$ cat config.mk
export PLATFORM = sky130hd
export DESIGN_NAME = alu_8bit_with_flags_unit
export DESIGN_NICKNAME = d
export VERILOG_FILES = /design/src/alu8f_pkg.sv /design/src/alu_8bit_with_flags_unit.sv
export SDC_FILE = /design/constraint.sdc
export NUM_CORES = 1
export LEC_CHECK = 0
export ABC_AREA = 1
export BUFFER_PORTS_ARGS = -buffer_cell sky130_fd_sc_hd__buf_2
export CAP_MARGIN = 40
export CORE_MARGIN = 3
export CORE_UTILIZATION = 60
export DETAILED_ROUTE_END_ITERATION = 7
export PLACE_DENSITY = 0.81
export SLEW_MARGIN = 40
export SYNTH_ARGS = -nofsm -noshare
export SYNTH_HDL_FRONTEND = slang
export SYNTH_SLANG_ARGS = --single-unit
$ cat constraint.sdc
create_clock -name clk -period 5.69 [get_ports clk]
set_input_delay 1.138 -clock clk [delete_from_list [all_inputs] [get_ports clk]]
set_output_delay 1.138 -clock clk [all_outputs]
set_load 0.005 [all_outputs]
$ cat src/alu8f_pkg.sv
// ---------------------------------------------------------------------------
// alu8f_pkg
// Operation codes and word types of the 8-bit ALU.
// ---------------------------------------------------------------------------
package alu8f_pkg;

    localparam int DATA_W = 8;
    localparam int CMD_W  = 5;
    localparam int CNT_W  = 4;

    typedef enum logic [CMD_W-1:0] {
        CMD_ADD  = 5'd0,
        CMD_SUB  = 5'd1,
        CMD_INC  = 5'd2,
        CMD_DEC  = 5'd3,
        CMD_NEG  = 5'd4,
        CMD_CMP  = 5'd5,
        CMD_AND  = 5'd6,
        CMD_OR   = 5'd7,
        CMD_XOR  = 5'd8,
        CMD_NOT  = 5'd9,
        CMD_TEST = 5'd10,
        CMD_SHL  = 5'd11,
        CMD_SHR  = 5'd12,
        CMD_SAL  = 5'd13,
        CMD_SAR  = 5'd14,
        CMD_ROL  = 5'd15,
        CMD_ROR  = 5'd16,
        CMD_RCL  = 5'd17,
        CMD_RCR  = 5'd18
    } cmd_t;

    typedef struct packed {
        logic [CMD_W-1:0]  cmd;
        logic [DATA_W-1:0] operand_a;
        logic [DATA_W-1:0] operand_b;
        logic              signed_mode;
        logic [CNT_W-1:0]  shift_count;
    } op_t;

    typedef struct packed {
        logic [DATA_W-1:0] result;
        logic              writes_result;
        logic              flag_carry;
        logic              flag_overflow;
        logic              flag_negative;
        logic              flag_zero;
    } res_t;

endpackage

$ cat src/alu_8bit_with_flags_unit.sv
// ---------------------------------------------------------------------------
// alu_8bit_with_flags_unit
// 8-bit ALU with N, Z, C, V flags; registered in, registered out.
// ---------------------------------------------------------------------------
//  channel | valid     | stall     | word
//  --------+-----------+-----------+--------------------------------
//  op      | op_valid  | op_stall  | op  (cmd, operands, mode, count)
//  res     | res_valid | res_stall | res (result byte and flags)
//
//  One word per cycle sustained while res is not stalled; the operand
//  register feeds the ALU and barrel shifter, then the result register.
//  Reset clears both stage valids; no state beyond that.
//  A stall on res backs up through the result register into the operand
//  register; op_stall rises only when both stages hold a word and res is
//  stalled.
// ---------------------------------------------------------------------------
module alu_8bit_with_flags_unit
    import alu8f_pkg::*;
(
    input  logic clk,
    input  logic rst_n,
    input  logic op_valid,
    output logic op_stall,
    input  op_t  op,
    output logic res_valid,
    input  logic res_stall,
    output res_t res
);

    // pipeline control
    logic s1_valid_reg, s1_valid_next;
    logic s2_valid_reg, s2_valid_next;
    op_t  s1_op_reg;
    res_t s2_res_reg;
    logic s1_ready;
    logic s2_ready;
    logic s1_load;
    logic s2_load;

    assign s2_ready = !s2_valid_reg || !res_stall;
    assign s1_ready = !s1_valid_reg || s2_ready;
    assign op_stall = !s1_ready;
    assign s1_load  = op_valid && s1_ready;
    assign s2_load  = s1_valid_reg && s2_ready;

    always_comb
    begin
        s1_valid_next = s1_valid_reg;
        if (s1_ready)
        begin
            s1_valid_next = op_valid;
        end
        s2_valid_next = s2_valid_reg;
        if (s2_ready)
        begin
            s2_valid_next = s1_valid_reg;
        end
    end

    always_ff @(posedge clk or negedge rst_n)
    begin
        if (!rst_n)
        begin
            s1_valid_reg <= 1'b0;
            s2_valid_reg <= 1'b0;
        end
        else
        begin
            s1_valid_reg <= s1_valid_next;
            s2_valid_reg <= s2_valid_next;
        end
    end

    // ---------------------------------------------------------------------
    // Datapath: adder/subtractor, logic ops and closed-form shifters
    // ---------------------------------------------------------------------
    logic [DATA_W-1:0]     a;
    logic [DATA_W-1:0]     b;
    logic [CNT_W-1:0]      cnt;
    logic [DATA_W:0]       sum9;
    logic [DATA_W:0]       diff9;
    logic [3*DATA_W-1:0]   shl_w;
    logic [2*DATA_W-1:0]   shr_w;
    logic signed [2*DATA_W-1:0] sar_w;
    logic [2*DATA_W-1:0]   rol_w;
    logic [2*DATA_W-1:0]   ror_w;
    logic [CNT_W-1:0]      rc_k;
    logic [2*DATA_W+1:0]   rcl_w;
    logic [2*DATA_W+1:0]   rcr_w;
    logic [DATA_W-1:0]     r;
    logic                  c;
    logic                  v;
    logic                  wr;
    logic                  ok;
    logic                  cnt_zero;
    res_t                  res_next;

    assign a        = s1_op_reg.operand_a;
    assign b        = s1_op_reg.operand_b;
    assign cnt      = s1_op_reg.shift_count;
    assign cnt_zero = (cnt == '0);

    assign sum9  = {1'b0, a} + {1'b0, b};
    assign diff9 = {1'b0, a} - {1'b0, b};    // bit 8 is the borrow

    // left shifts: bit just above the byte is the last bit moved out; right shifts: the bit just below it
    assign shl_w = {{(2*DATA_W){1'b0}}, a} << cnt;
    assign shr_w = {a, {DATA_W{1'b0}}} >> cnt;
    assign sar_w = $signed({a, {DATA_W{1'b0}}}) >>> cnt;
    assign rol_w = {a, a} << cnt[2:0];
    assign ror_w = {a, a} >> cnt[2:0];

    // rotate through carry is a 9-bit rotate of {carry=0, a}
    assign rc_k  = (cnt >= 4'd9) ? (cnt - 4'd9) : cnt;
    assign rcl_w = {1'b0, a, 1'b0, a} << rc_k;
    assign rcr_w = {1'b0, a, 1'b0, a} >> rc_k;

    always_comb
    begin
        r  = '0;
        c  = 1'b0;
        v  = 1'b0;
        wr = 1'b1;
        ok = 1'b1;
        case (cmd_t'(s1_op_reg.cmd))
            CMD_ADD:
            begin
                r = sum9[DATA_W-1:0];
                c = sum9[DATA_W];
                v = (a[7] == b[7]) && (r[7] != a[7]);
            end
            CMD_SUB, CMD_CMP:
            begin
                r = diff9[DATA_W-1:0];
                c = diff9[DATA_W];
                v = (a[7] != b[7]) && (r[7] != a[7]);
            end
            CMD_INC:
            begin
                r = a + 8'd1;
                c = (a == 8'hFF);
                v = (a == 8'h7F);
            end
            CMD_DEC:
            begin
                r = a - 8'd1;
                c = (a == 8'h00);
                v = (a == 8'h80);
            end
            CMD_NEG:
            begin
                r = 8'd0 - a;
                c = (a != 8'h00);
                v = (a == 8'h80);
            end
            CMD_AND, CMD_TEST: r = a & b;
            CMD_OR:            r = a | b;
            CMD_XOR:           r = a ^ b;
            CMD_NOT:           r = ~a;
            CMD_SHL, CMD_SAL:
            begin
                r = shl_w[DATA_W-1:0];
                c = shl_w[DATA_W];
            end
            CMD_SHR:
            begin
                r = shr_w[2*DATA_W-1:DATA_W];
                c = shr_w[DATA_W-1];
            end
            CMD_SAR:
            begin
                r = sar_w[2*DATA_W-1:DATA_W];
                c = sar_w[DATA_W-1];
            end
            CMD_ROL:
            begin
                r = rol_w[2*DATA_W-1:DATA_W];
                c = rol_w[DATA_W];
            end
            CMD_ROR:
            begin
                r = ror_w[DATA_W-1:0];
                c = ror_w[DATA_W-1];
            end
            CMD_RCL:
            begin
                r = rcl_w[2*DATA_W:DATA_W+1];
                c = rcl_w[2*DATA_W+1];
            end
            CMD_RCR:
            begin
                r = rcr_w[DATA_W-1:0];
                c = rcr_w[DATA_W];
            end
            default:
            begin
                ok = 1'b0;
                wr = 1'b0;
            end
        endcase

        // zero count: operand unchanged, carry clear
        if (s1_op_reg.cmd >= CMD_SHL && s1_op_reg.cmd <= CMD_RCR && cnt_zero)
        begin
            r = a;
            c = 1'b0;
        end
        if (cmd_t'(s1_op_reg.cmd) == CMD_SAL && !cnt_zero)
        begin
            v = (r[7] != a[7]);
        end
        if (!s1_op_reg.signed_mode)
        begin
            v = 1'b0;
        end

        // N and Z follow the computed value even when it is not written (compare, test); undefined codes clear them
        res_next.flag_carry    = c;
        res_next.flag_overflow = v;
        res_next.flag_negative = ok && r[7];
        res_next.flag_zero     = ok && (r == '0);
        if (cmd_t'(s1_op_reg.cmd) == CMD_CMP || cmd_t'(s1_op_reg.cmd) == CMD_TEST)
        begin
            wr = 1'b0;
        end
        res_next.writes_result = wr;
        res_next.result        = wr ? r : '0;
    end

    // payload registers
    always_ff @(posedge clk)
    begin
        if (s1_load)
        begin
            s1_op_reg <= op;
        end
        if (s2_load)
        begin
            s2_res_reg <= res_next;
        end
    end

    assign res_valid = s2_valid_reg;
    assign res       = s2_res_reg;

endmodule

==> results_dict.tcl <==
set metrics [dict create \
    start_util_pct 62.1 \
    period_share_pct 70.1 \
    cts_setup_buffers 0 \
    max_stage_delay_ps 740 \
    min_period_ps 3990 \
    yosysWarningCount 0 \
    grt_use_total_pct 36.3 \
    r2r_start "cnt[1]" \
    path_clk_slew_ps 100 \
    ir_drop_v 0.000149 \
    rows 34 \
    crit_buf_inv 2 \
    report.final.slew_viol_count 0 \
    tightest_slew_ps 861 \
    power_density_nw_per_um2 198 \
    crit_required_ps 5750 \
    vias 6457 \
    m1WireLength_um 7010 \
    grt_max_degree 27 \
    cp_max_fo 26 \
    first_iter_violations 867 \
    synth_top_cell_by_area "edfxtp_1" \
    largest_reg_flops 13 \
    crit_start "cnt[1]" \
    cts_made_buffers 5 \
    ys_ff_latch 41 \
    slew_headroom_pct 42.6 \
    met2_length_um 8370 \
    maxCapViolations 0 \
    fin_cells 1015 \
    worst_skew_pair.late_latency_ps 330 \
    ant_nets 0 \
    clock_sinks 41 \
    core-area_um2 8760 \
    path_cells "inv_1 -> ha_1 -> nand3_4 -> nand2_4 -> o21ai_4 -> inv_2 -> nand3_1 -> nand2_1 -> o21ai_0 -> a31oi_1 -> nor4_1 -> nor2_1" \
    drt-pass1-iter-count 8 \
    syn_nets 952 \
    die_height_um 101 \
    post_cts_resize_count 0 \
    synth.avg_cell_area_um2 6.16 \
    fin_nets 974 \
    min_from "s1_valid_reg" \
    ios 45 \
    path_class "flop to flop" \
    root_buffer "clkbuf_8" \
    finalSetupTns_ps 0 \
    r2r_slack_ps 1700 \
    clockBufferDepth 2 \
    synth_cell_types 46 \
    grt_first_pass_wirelength_um 29500 \
    wl_per_cell_um 18.2 \
    crit_family "simple AND/OR/NAND/NOR gates" \
    endpoint_kind "flop" \
    synth-seq-area-share_pct 22.4 \
    gp_congestion 1.05 \
    cts_tree "built" \
    hold_buffers 0 \
    hold_viol_final 0 \
    arrival_ps 4050 \
    port_buffers 44 \
    syn_inst 884 \
    worstSetupStartpointType "flop" \
    die_x_um 101 \
    area_growth_pct 5.86 \
    critPathSlowestCell "edfxtp_1" \
    drc 0 \
    synth.area.top_cells "edfxtp_1 (22%), nand2_1 (17%), nand3_1 (15%), ha_1 (8.0%), nor2_1 (6.0%)" \
    htree_levels 2 \
    drive_gt1_share_pct 8.93 \
    run_status "completed" \
    finalSetupViolCount 0 \
    syn_area_um2 5440 \
    synth_top_area_share_pct 21.5 \
    top_layer_used "met4" \
    dp_hpwl_um 14100 \
    grt.overflow.total 0 \
    totalWireLength_um 18400 \
    place_inst 1007 \
    viasPerCell 6.36 \
    power_leakage_nw 2.82 \
    die-area_um2 10200 \
    diodes 0 \
    wl_met3_um 2250 \
    rsz0062_at_grt "no" \
    hold_class "flop to flop" \
    max_freq_ghz 0.251 \
    fin_worst_skew_ps 14.0 \
    grt_antenna_before_repair 0 \
    grt_pass1_vias 5837 \
]
metrics by stage:
step / instance area (um^2) / util [%] / hold WS (ps) / power (W) / worst slack, ps
after global routing: 5760 / 65.7 / 511 / 0.00121 / 1410
after CTS: 5760 / 65.7 / 487 / 0.00113 / 1850
after floorplan: 5440 / - / 433 / 0.000744 / 3090
final: 5760 / 65.7 / 484 / 0.00114 / 1700
after detailed placement: 5650 / 64.5 / 464 / 0.000873 / 1890
after global placement: 5650 / 64.4 / 447 / 0.000860 / 1980
report_power, final:
part	switching (W)	internal, W	total (W)
clock network	0.000125	0.000132	0.000257
logic	0.000329	0.000150	0.000479
registers	0.0000399	0.000367	0.000407
total	0.000494	0.000649	0.00114
logic make-up (layout without fill, tap and decap cells):
| logic type | Yosys count | after routing | share of synthesized area [%] |
|---|---|---|---|
| simple gates | 535 | 535 | 43.0 |
| compound gates | 141 | 141 | 14.9 |
| buf+inv | 123 | 146 | 9.52 |
| flops | 41 | 41 | 22.4 |
| fa+ha+maj | 38 | 38 | 9.15 |
| xor+xnor | 5 | 5 | 0.805 |
| mux | 1 | 1 | 0.184 |
worst reg2reg max path, cell delays in order, from the launching register on:
cell and delay [ps]:
edfxtp_1 740, inv_1 510, ha_1 400, nand3_4 140, nand2_4 110, o21ai_4 570
inv_2 300, nand3_1 190, nand2_1 70, o21ai_0 150, a31oi_1 60, nor4_1 390
nor2_1 90
cell type report:
cell class / instances / area (um^2)
clock inverters: 3 / 43.8
flip-flops and latches: 41 / 1220
clock buffers: 5 / 68.8
inverters: 92 / 350
fillers: 804 / 3000
repair buffers: 46 / 235
well taps: 108 / 135
multi-input cells: 720 / 3710
final timing paths:
kind,to,depth (start not counted)
setup / recovery,res[3],12
hold / removal,res_valid,2
setup reg to reg,res[3],12
hold reg to reg,res_valid,2
max in group asynchronous,res_valid,1
min in group asynchronous,s1_valid_reg,1
cells in the final DEF (no fill, tap or decap), types with 5 or more instances in the layout:
cell type    n
edfxtp_1    39
nor2_1      87
a21oi_1     45
inv_1       83
o22ai_1      7
nand3_1    165
buf_2       44
o211ai_1     7
clkbuf_8     5
nand2_2      5
ha_1        35
inv_2        8
nand4_1     14
o21ai_0     55
nand2_1    241
nand3b_1     5
nor3_1       8
cell usage after synthesis (all sizes together):
master,number
o22ai,7
buf,23
xor2,3
o2111ai,2
a31oi,4
nor4,1
inv,92
xnor2,2
a21o,2
o31ai,3
ha,35
a211oi,2
nand2,247
a21oi,48
o21ai,59
o221ai,1
nand4,14
edfxtp,39
dfrtp,2
nand3,167
or2,3
a22oi,1
fa,3
nor2,89
and2,1
mux2i,1
clkbuf,8
o21bai,1
nor3,8
o211ai,7
nand3b,5
o21a,4
routing by layer:
| metal | track usage, % | up-vias |
|---|---|---|
| li1 | - | 3031 |
| met1 | 50.1 | 2888 |
| met2 | 56.8 | 459 |
| met3 | 4.34 | 79 |
| met4 | 16.9 | 0 |
| met5 | 0 | - |
(Power assumes the default switching activity.)
